$ cat config.mk
export PLATFORM = sky130hd
export DESIGN_NAME = texture_pixel_format_converter_core
export DESIGN_NICKNAME = d
export VERILOG_FILES = /design/src/rtl/core/tpfc_pkg.sv /design/src/rtl/core/tpfc_luma.sv /design/src/rtl/core/tpfc_pack.sv /design/src/rtl/core/texture_pixel_format_converter_core.sv
export SDC_FILE = /design/constraint.sdc
export NUM_CORES = 1
export LEC_CHECK = 0
export BUFFER_PORTS_ARGS = -buffer_cell sky130_fd_sc_hd__buf_2
export CORE_ASPECT_RATIO = 1.2
export CORE_MARGIN = 2
export CORE_UTILIZATION = 55
export DETAILED_ROUTE_END_ITERATION = 8
export PLACE_DENSITY_LB_ADDON = 0.12
export SYNTH_ARGS = -nofsm -noshare
export SYNTH_HDL_FRONTEND = slang
export SYNTH_HIERARCHICAL = 1
export SYNTH_SLANG_ARGS = --single-unit
$ cat constraint.sdc
create_clock -name clk -period 4.73 [get_ports clk]
set_input_delay 1.419 -clock clk [delete_from_list [all_inputs] [get_ports clk]]
set_output_delay 1.419 -clock clk [all_outputs]
set_load 0.005 [all_outputs]
$ cat src/rtl/core/tpfc_pkg.sv
// Shared types and constants for the texture pixel format converter.
package tpfc_pkg;

    typedef enum logic [2:0] {
        FMT_PASS     = 3'd0,
        FMT_A8       = 3'd1,
        FMT_L8       = 3'd2,
        FMT_RGB565   = 3'd3,
        FMT_RGB888   = 3'd4,
        FMT_RGBA4444 = 3'd5,
        FMT_RGBA8888 = 3'd6,
        FMT_DEPTH    = 3'd7
    } fmt_t;

    localparam logic [0:0] REG_TARGET_FORMAT   = 1'b0;
    localparam logic [0:0] REG_SOURCE_CHANNELS = 1'b1;

    localparam logic [2:0] CH_ONE   = 3'd1;
    localparam logic [2:0] CH_THREE = 3'd3;
    localparam logic [2:0] CH_FOUR  = 3'd4;

    localparam logic [2:0] FMT_RESET = 3'd0;
    localparam logic [2:0] CH_RESET  = 3'd4;

    // luma weights in percent
    localparam logic [4:0] WEIGHT_R = 5'd30;
    localparam logic [5:0] WEIGHT_G = 6'd59;
    localparam logic [3:0] WEIGHT_B = 4'd11;

    // floor(x / 100) = (x * DIV100_MUL) >> DIV100_SHIFT for x < 43690
    localparam logic [12:0] DIV100_MUL   = 13'd5243;
    localparam int          DIV100_SHIFT = 19;

    localparam logic [7:0] ALPHA_OPAQUE = 8'hFF;

    typedef struct packed {
        logic [7:0] red;
        logic [7:0] green;
        logic [7:0] blue;
        logic [7:0] alpha;
        logic       last_pixel;
        fmt_t       fmt;
        logic [2:0] channels;
    } pix_t;

endpackage

$ cat src/rtl/core/tpfc_luma.sv
// Three-stage luma pipeline: weighted products, sum, divide by 100.
module tpfc_luma
(
    input  logic       clk,
    input  logic [7:0] red,
    input  logic [7:0] green,
    input  logic [7:0] blue,
    output logic [7:0] gray
);

    logic [12:0] prod_r_reg;
    logic [13:0] prod_g_reg;
    logic [11:0] prod_b_reg;
    logic [14:0] sum_reg;
    logic [27:0] scaled_reg;
    logic [12:0] prod_r_next;
    logic [13:0] prod_g_next;
    logic [11:0] prod_b_next;
    logic [14:0] sum_next;
    logic [27:0] scaled_next;

    always_comb
    begin
        prod_r_next = 13'(red * tpfc_pkg::WEIGHT_R);
        prod_g_next = 14'(green * tpfc_pkg::WEIGHT_G);
        prod_b_next = 12'(blue * tpfc_pkg::WEIGHT_B);
        sum_next    = 15'(prod_r_reg) + 15'(prod_g_reg) + 15'(prod_b_reg);
        scaled_next = 28'(sum_reg) * 28'(tpfc_pkg::DIV100_MUL);
    end

    always_ff @(posedge clk)
    begin
        prod_r_reg <= prod_r_next;
        prod_g_reg <= prod_g_next;
        prod_b_reg <= prod_b_next;
        sum_reg    <= sum_next;
        scaled_reg <= scaled_next;
    end

    assign gray = scaled_reg[tpfc_pkg::DIV100_SHIFT +: 8];

endmodule

$ cat src/rtl/core/tpfc_pack.sv
// Output stage: format selection, packing, error check and result register.
module tpfc_pack
(
    input  logic               clk,
    input  logic               rst_n,
    input  logic               valid,
    input  tpfc_pkg::pix_t     pix,
    input  logic [7:0]         gray,
    output logic               done,
    output logic [31:0]        pixel_word,
    output logic [2:0]         byte_count,
    output logic               format_error,
    output logic               last_out
);

    logic        done_reg;
    logic [31:0] word_reg;
    logic [2:0]  count_reg;
    logic        err_reg;
    logic        last_reg;
    logic [31:0] word_next;
    logic [2:0]  count_next;
    logic        err_next;
    logic        ch_ok;
    logic        ch_one;
    logic        ch_three;
    logic [15:0] w565;
    logic [15:0] w4444;

    always_comb
    begin
        ch_one   = (pix.channels == tpfc_pkg::CH_ONE);
        ch_three = (pix.channels == tpfc_pkg::CH_THREE);
        ch_ok    = ch_one || ch_three || (pix.channels == tpfc_pkg::CH_FOUR);
        w565     = {pix.red[7:3], pix.green[7:2], pix.blue[7:3]};
        w4444    = {pix.red[7:4], pix.green[7:4], pix.blue[7:4], pix.alpha[7:4]};
        word_next  = '0;
        count_next = '0;
        err_next   = 1'b0;
        case (pix.fmt)
            tpfc_pkg::FMT_A8:
            begin
                count_next = 3'd1;
                if (ch_one)
                    word_next = {24'd0, pix.red};
                else if (ch_three)
                    word_next = {24'd0, gray};
                else
                    word_next = {24'd0, pix.alpha};
            end
            tpfc_pkg::FMT_L8:
            begin
                count_next = 3'd1;
                word_next  = ch_one ? {24'd0, pix.red} : {24'd0, gray};
            end
            tpfc_pkg::FMT_RGB565:
            begin
                err_next   = ch_one;
                count_next = 3'd2;
                word_next  = {16'd0, w565};
            end
            tpfc_pkg::FMT_RGB888:
            begin
                err_next   = ch_one;
                count_next = 3'd3;
                word_next  = {8'd0, pix.blue, pix.green, pix.red};
            end
            tpfc_pkg::FMT_RGBA4444:
            begin
                err_next   = ch_one;
                count_next = 3'd2;
                word_next  = ch_three ? {16'd0, w565} : {16'd0, w4444};
            end
            tpfc_pkg::FMT_RGBA8888:
            begin
                err_next   = ch_one;
                count_next = 3'd4;
                word_next  = {ch_three ? tpfc_pkg::ALPHA_OPAQUE : pix.alpha,
                              pix.blue, pix.green, pix.red};
            end
            default:
            begin
                count_next = pix.channels;
                if (ch_one)
                    word_next = {24'd0, pix.red};
                else if (ch_three)
                    word_next = {8'd0, pix.blue, pix.green, pix.red};
                else
                    word_next = {pix.alpha, pix.blue, pix.green, pix.red};
            end
        endcase
        if (!ch_ok)
            err_next = 1'b1;
        if (err_next)
        begin
            word_next  = '0;
            count_next = '0;
        end
    end

    always_ff @(posedge clk or negedge rst_n)
    begin
        if (!rst_n)
            done_reg <= 1'b0;
        else
            done_reg <= valid;
    end

    always_ff @(posedge clk)
    begin
        word_reg  <= word_next;
        count_reg <= count_next;
        err_reg   <= err_next;
        last_reg  <= pix.last_pixel;
    end

    assign done         = done_reg;
    assign pixel_word   = word_reg;
    assign byte_count   = count_reg;
    assign format_error = err_reg;
    assign last_out     = last_reg;

endmodule

$ cat src/rtl/core/texture_pixel_format_converter_core.sv
// Top level of the texture pixel format converter.
//
// Input: an item is taken at a rising edge with start high and busy low.
// busy is always low, so one pixel may be started every cycle.
// Configuration: cfg_valid/cfg_ready write channel; cfg_index 0 selects
// target_format, 1 selects source_channels. cfg_ready is always high.
// Write configuration only while no item is in flight; each item samples
// the registers when it is started.
// Output: done is high for one cycle with pixel_word, byte_count,
// format_error and last_out. The receiver cannot stall; results are
// delivered in order, one per item.
// Pipeline: each item passes the registers for luma products, sum,
// divide by 100 via reciprocal multiply, and pack, in that order.
// Throughput: one pixel per cycle, set by the four-stage pipeline.
// Reset: pipeline valid bits cleared, target_format = 0, source_channels = 4.
module texture_pixel_format_converter_core
(
    input  logic        clk,
    input  logic        rst_n,
    input  logic        start,
    output logic        busy,
    input  logic [7:0]  red,
    input  logic [7:0]  green,
    input  logic [7:0]  blue,
    input  logic [7:0]  alpha,
    input  logic        last_pixel,
    input  logic        cfg_valid,
    output logic        cfg_ready,
    input  logic [0:0]  cfg_index,
    input  logic [2:0]  cfg_data,
    output logic        done,
    output logic [31:0] pixel_word,
    output logic [2:0]  byte_count,
    output logic        format_error,
    output logic        last_out
);

    logic [2:0]     fmt_reg;
    logic [2:0]     ch_reg;
    logic [2:0]     valid_reg;
    tpfc_pkg::pix_t pix_reg [3];
    tpfc_pkg::pix_t pix_next;
    logic           accept;
    logic [7:0]     gray;

    assign busy      = 1'b0;
    assign cfg_ready = 1'b1;
    assign accept    = start && !busy;

    always_ff @(posedge clk or negedge rst_n)
    begin
        if (!rst_n)
        begin
            fmt_reg <= tpfc_pkg::FMT_RESET;
            ch_reg  <= tpfc_pkg::CH_RESET;
        end
        else if (cfg_valid && cfg_ready)
        begin
            unique case (cfg_index)
                tpfc_pkg::REG_TARGET_FORMAT:   fmt_reg <= cfg_data;
                tpfc_pkg::REG_SOURCE_CHANNELS: ch_reg  <= cfg_data;
                default:                       ;
            endcase
        end
    end

    always_comb
    begin
        pix_next.red        = red;
        pix_next.green      = green;
        pix_next.blue       = blue;
        pix_next.alpha      = alpha;
        pix_next.last_pixel = last_pixel;
        pix_next.fmt        = tpfc_pkg::fmt_t'(fmt_reg);
        pix_next.channels   = ch_reg;
    end

    always_ff @(posedge clk or negedge rst_n)
    begin
        if (!rst_n)
            valid_reg <= '0;
        else
            valid_reg <= {valid_reg[1:0], accept};
    end

    always_ff @(posedge clk)
    begin
        pix_reg[0] <= pix_next;
        pix_reg[1] <= pix_reg[0];
        pix_reg[2] <= pix_reg[1];
    end

    tpfc_luma u_luma
    (
        .clk   (clk),
        .red   (red),
        .green (green),
        .blue  (blue),
        .gray  (gray)
    );

    tpfc_pack u_pack
    (
        .clk          (clk),
        .rst_n        (rst_n),
        .valid        (valid_reg[2]),
        .pix          (pix_reg[2]),
        .gray         (gray),
        .done         (done),
        .pixel_word   (pixel_word),
        .byte_count   (byte_count),
        .format_error (format_error),
        .last_out     (last_out)
    );

endmodule
# After elaboration in Yosys (flattened, before gate mapping)
# Memories as Yosys holds them, arrays and structs flattened.
# Index checks and enable logic that the tools add are counted.
word_totals:
  memories: 1
  word_cells: 48
  out_inout_bits: 40
  in_bits: 41
  mem_bits_rw: 117
  reg_bits: 127
mem_list:
  columns: ["memory", "words", "width", "read_ports", "rd_clocked_by_memory_dff", "write_ports", "line", "rtl"]
  rows:
  - ["pix_reg", 3, 39, 3, 0, 3, "texture_pixel_format_converter_core.sv:41", "tpfc_pkg::pix_t pix_reg [3];"]
classes:
  n_reduce_logical: 7
  muxes: 11
  mul: 4
  bitwise: 1
  n_addsub: 2
  eq_ne: 9
ops:
  columns: ["operator", "n"]
  rows:
  - ["32-bit one-hot mux with 6 select lines", 1]
  - ["32-bit 2-to-1 mux", 2]
  - ["8-bit 2-to-1 mux", 4]
  - ["15-bit by 13-bit multiplier with 27-bit output, second input constant", 1]
  - ["8-bit by 4-bit multiplier with 12-bit output, second input constant", 2]
  - ["13-bit by 14-bit adder with 15-bit output", 1]
  - ["15-bit by 12-bit adder with 15-bit output", 1]
  - ["8-bit by 6-bit multiplier with 14-bit output, second input constant", 1]
  - ["3-bit equality test, second input constant", 4]
  - ["12-bit 2-to-1 mux", 1]
  - ["3-bit one-hot mux with 4 select lines", 1]
  - ["3-bit by 2-bit equality test with 1-bit output, second input constant", 3]
  - ["3-bit by 1-bit equality test with 1-bit output, second input constant", 2]
  - ["2-bit AND reduction", 2]
  - ["2-bit OR reduction", 2]
  - ["4-bit OR reduction", 1]
  - ["1-bit logical OR", 2]
  - ["1-bit 2-to-1 mux", 2]
  - ["1-bit inverter", 1]

# Depth between registers and ports, before layout
# An unclocked memory read counts as a cell.
logic_depth:
  word_depth: 5
  mapped_depth: 17
  ltp_nobuf: 17

# By module
# Netlist, hierarchy kept.
by_module_without_submodules:
  columns: ["module", "n_inst", "seq_area_each_um2", "area_each_um2", "cells_each"]
  rows:
  - ["tpfc_luma", 1, 1221.2, 7776.2, 740]
  - ["texture_pixel_format_converter_core", 1, 2568.7, 2690.1, 138]
  - ["tpfc_pack", 1, 765.7, 1612.8, 159]

# Least setup slack after synthesis
# OpenSTA, ideal clock, no wires.
synth_path:
  path_type: "in2reg"
  start: "input port green[0]"
  end: "register u_luma.prod_g_reg[13]"
  cell_stages: 13
  setup_slack_ns: -0.034
  arrival_time_ns: 4.649
  required_ns: 4.615
  setup_time_ns: 0.115
  n_path_buf: 0
  cell_sequence: "fa_1 > inv_1 > fa_1 > fa_1 > inv_1 > ha_1 > a21o_1 > a21oi_1 > o21bai_1 > a21oi_1 > o21ai_0 > or4_1 > and3_1"
synth_via:
  elab_chain_len: 1
synth_lines:
  columns: ["item", "line", "rtl"]
  rows:
  - ["start, declared", "texture_pixel_format_converter_core.sv:23", "input logic [7:0] green,"]
  - ["8-bit by 6-bit multiplier with 14-bit output", "tpfc_luma.sv:25", "prod_g_next = 14'(green * tpfc_pkg::WEIGHT_G);"]
  - ["net u_luma.prod_g_next[13]", "tpfc_luma.sv:17", "logic [13:0] prod_g_next;"]
  - ["end signal, assigned", "tpfc_luma.sv:34", "prod_g_reg <= prod_g_next;"]
  - ["end, declared", "tpfc_luma.sv:12", "logic [13:0] prod_g_reg;"]
# The timed path passes the listed nets, and every way through them passes these cells.
# A chain may end at the register's enable or synchronous reset.

# Final worst setup path
layout_path:
  start: "register u_luma.sum_reg[5]"
  end: "register u_luma.scaled_reg[25]"
layout_via:
  elab_chain_len: 1
layout_lines:
  columns: ["item", "line", "rtl"]
  rows:
  - ["start, declared", "tpfc_luma.sv:14", "logic [14:0] sum_reg;"]
  - ["start signal, assigned", "tpfc_luma.sv:36", "sum_reg <= sum_next;"]
  - ["15-bit by 13-bit multiplier with 27-bit output", "tpfc_luma.sv:28", "scaled_next = 28'(sum_reg) * 28'(tpfc_pkg::DIV100_MUL);"]
  - ["net u_luma.scaled_next[25]", "tpfc_luma.sv:20", "logic [27:0] scaled_next;"]
  - ["end signal, assigned", "tpfc_luma.sv:37", "scaled_reg <= scaled_next;"]
  - ["end, declared", "tpfc_luma.sv:15", "logic [27:0] scaled_reg;"]
# The timed path passes the listed nets, and every way through them passes these cells.

==> results.sh <==
export IMPL_num_vias=7446
export IMPL_clkTransAtPathRegs_ns=0.07
export IMPL_core_area_mm2=0.0216
export IMPL_status="completed"
export IMPL_clock_latency_ns=0.52
export IMPL_syn_area_mm2=0.0121
export IMPL_rows=59
export IMPL_min_from="pix_reg[0][75]"
export IMPL_antenna_cells=0
export IMPL_crit_family="adder cells"
export IMPL_avgSynthCellArea_um2=11.6
export IMPL_critPathLaunchType="flop"
export IMPL_cts_tree="built"
export IMPL_grt_pass1_wl_um=38800
export IMPL_synth_area_leaders="dfxtp_1, fa_1, ha_1, inv_1, dfrtp_1"
export IMPL_start_util_pct=55.8
export IMPL_antenna_found_initial=0
export IMPL_drt_pass1_iterations=8
export IMPL_relSlewSlack_pct=46.6
export IMPL_min_path_cells=0
export IMPL_rsz0062_at_grt="true"
export IMPL_wl_per_cell_um=16.0
export IMPL_finalClockSkew_ns=0.0185
export IMPL_whs_ns=0.312
export IMPL_hold_path_class="flop to flop"
export IMPL_yosysSeqAreaShare_pct=37.7
export IMPL_gp_congestion=0.830
export IMPL_synth_compound_area_share_pct=9.12
export IMPL_yosysUniqueCellTypes=74
export IMPL_syn_nets=1371
export IMPL_synth_top_area_share_pct=35.6
export IMPL_cp_num_buf_inv=1
export IMPL_fin_crit_sh_pct=97.1
export IMPL_drv_slew=0
export IMPL_crit_type="flop to flop"
export IMPL_clockBufferDepth=3
export IMPL_syn_inst=1037
export IMPL_synth_top_area_cell="dfxtp_1"
export IMPL_path_cells="buf_4, ha_1, fa_1, fa_1, ha_1, fa_1, ha_1, o211a_1, and4_4, o21a_4, o2111ai_4, a21oi_2, or4_4, xor2_1"
export IMPL_crit_slowest_cell="fa_1"
export IMPL_clock_root_buffer="clkbuf_16"
export IMPL_die_area_mm2=0.0232
export IMPL_grt_max_degree=20
export IMPL_synth_top_family_by_area="adder cells"
export IMPL_hold_viol_final=0
export IMPL_r2r_start="u_luma/sum_reg[5]"
export IMPL_reg2reg_to="u_luma/scaled_reg[25]"
export IMPL_ctsHoldBuffers=0
export IMPL_synth_ff_latch_count=225
export IMPL_portBuffers=78
export IMPL_async_reset_ff_share_pct=4.44
export IMPL_nets=1502
export IMPL_synth_edf_count=0
export IMPL_synth_xor_area_share_pct=2.90
export IMPL_viasPerCell=5.10
export IMPL_critical_path_required_ns=5.14
export IMPL_die_w_um=139
export IMPL_hold_path_end="pix_reg[0][114]"
export IMPL_drc_errors=0
export IMPL_r2r_worst_path_cells=14
export IMPL_antenna_left=0
export IMPL_fmax_mhz=218
export IMPL_cts_max_level=1
export IMPL_largest_reg_flops=117
export IMPL_io_pins=81
export IMPL_slowest_delay_ns=0.58
export IMPL_grt_pass1_vias=8044
export IMPL_grt_use_total_pct=20.8
export IMPL_ys_flop_type="dfxtp_1"
export IMPL_arrival_ns=5.00
export IMPL_end_kind="flop"
export IMPL_crit_path_max_fanout=3
export IMPL_yosys_warnings=6
export IMPL_synth_simple_area_share_pct=5.88
export IMPL_drtIter0Drc=365
export IMPL_worst_slew_pin_slew_ns=0.798
export IMPL_cts_sinks=225
export IMPL_gr_total_overflow=0
export IMPL_finalCriticalPeriod_ns=4.59
export IMPL_max_cap_violations=0
export IMPL_die_y_um=166
export IMPL_totalWireLength_um=23300
export IMPL_hpwl_um=18800
export IMPL_setup_viol=0
export IMPL_synthAdderAreaFrac_pct=37.5
export IMPL_area_growth_pct=15.9
export IMPL_muxShareOfSynthArea_pct=0.735
export IMPL_drive_above_1_share_pct=17.9
export IMPL_cts_buffers=23
export IMPL_r2r_slack_ns=0.14
worst register-to-register path, cell delays in order, from the launching register on:
cell,delay (ns)
dfxtp_2,0.32
buf_4,0.14
ha_1,0.33
fa_1,0.58
fa_1,0.44
ha_1,0.33
fa_1,0.48
ha_1,0.31
o211a_1,0.23
and4_4,0.19
o21a_4,0.13
o2111ai_4,0.22
a21oi_2,0.10
or4_4,0.54
xor2_1,0.15
area by class of cell:
| class | instances | area [um^2] |
|---|---|---|
| multi-input cells | 628 | 6970 |
| clock buffers | 28 | 604 |
| inverters | 171 | 642 |
| repair buffers | 119 | 702 |
| flip-flops and latches | 225 | 4590 |
| clock inverters | 14 | 151 |
| well taps | 274 | 343 |
| fillers | 1738 | 7630 |
kinds of logic after synthesis:
kind of cell / count (synthesis)
fa+ha+maj: 293
flops: 225
buf+inv: 184
compound gates: 156
simple gates: 130
xor+xnor: 40
mux: 7
other cells: 2
synthesized netlist by cell type, types with 16 or more instances:
| cell type | count |
|---|---|
| dfxtp_1 | 215 |
| ha_1 | 178 |
| inv_1 | 171 |
| fa_1 | 115 |
| a21oi_1 | 41 |
| nor2_1 | 35 |
| xnor2_1 | 24 |
| nand2_1 | 21 |
| o21ai_0 | 20 |
| xor2_1 | 16 |
metal layers:
metal | global-route usage (%) | vias up | wire [um]
li1 | - | 3702 | -
met1 | 26.0 | 3578 | 10200
met2 | 37.8 | 137 | 11700
met3 | 2.65 | 29 | 871
met4 | 5.49 | 0 | 552
met5 | 0 | - | 0
what timing repair did:
| action | in CTS | in global routing |
|---|---|---|
| pin swaps | 0 | 19 |
| setup buffers | 0 | 3 |
| endpoints found under the setup margin | 2 | 5 |
| resized for setup | 6 | 39 |
worst max-delay path by stage:
| stage | startpoint | to | slack, ns | cells past startpoint |
|---|---|---|---|---|
| floorplan | green[0] | u_luma/prod_g_reg[13] | 0.001 | 13 |
| global placement | green[0] | u_luma/prod_g_reg[13] | -0.1 | 14 |
| detailed placement | green[0] | u_luma/prod_g_reg[13] | -0.13 | 14 |
| CTS | u_luma/sum_reg[13] | u_luma/scaled_reg[25] | 0.01 | 14 |
| global route | u_luma/sum_reg[11] | u_luma/scaled_reg[24] | -0.02 | 19 |
| finish | u_luma/sum_reg[5] | u_luma/scaled_reg[25] | 0.14 | 14 |
metrics by stage:
stage / TNS [ns] / std cells / util, % / setup WS [ns] / area (um^2)
global route: -0.0291 / 1459 / 64.7 / -0.0222 / 14000
detailed placement: -0.283 / 1414 / 60.1 / -0.126 / 13000
finish: 0 / 1459 / 64.7 / 0.138 / 14000
floorplan: 0 / 1037 / - / 0.00123 / 12100
CTS: 0 / 1456 / 63.6 / 0.0140 / 13800
global placement: -0.110 / 1414 / 60.1 / -0.0970 / 13000
placed cells by master, fill, tap and decap left out, drive strengths merged, types with 9 or more instances in the layout:
cell type,synthesis,routed
o21ai,21,21
a222oi,11,11
inv,171,174
xor2,16,16
nor2b,12,12
fa,115,115
and2,10,10
a21oi,42,42
ha,178,178
nand3,9,9
o21bai,12,12
dfxtp,215,215
nand2,22,22
clkbuf,1,28
o21a,9,9
a21boi,9,9
xnor2,24,24
a21o,11,11
buf,12,119
dfrtp,9,9
nor3,9,9
nor2,35,35
Power is left out: the tool's default activity adds up to more than one toggle a clock period on the data nets, which glitch-free logic cannot reach.
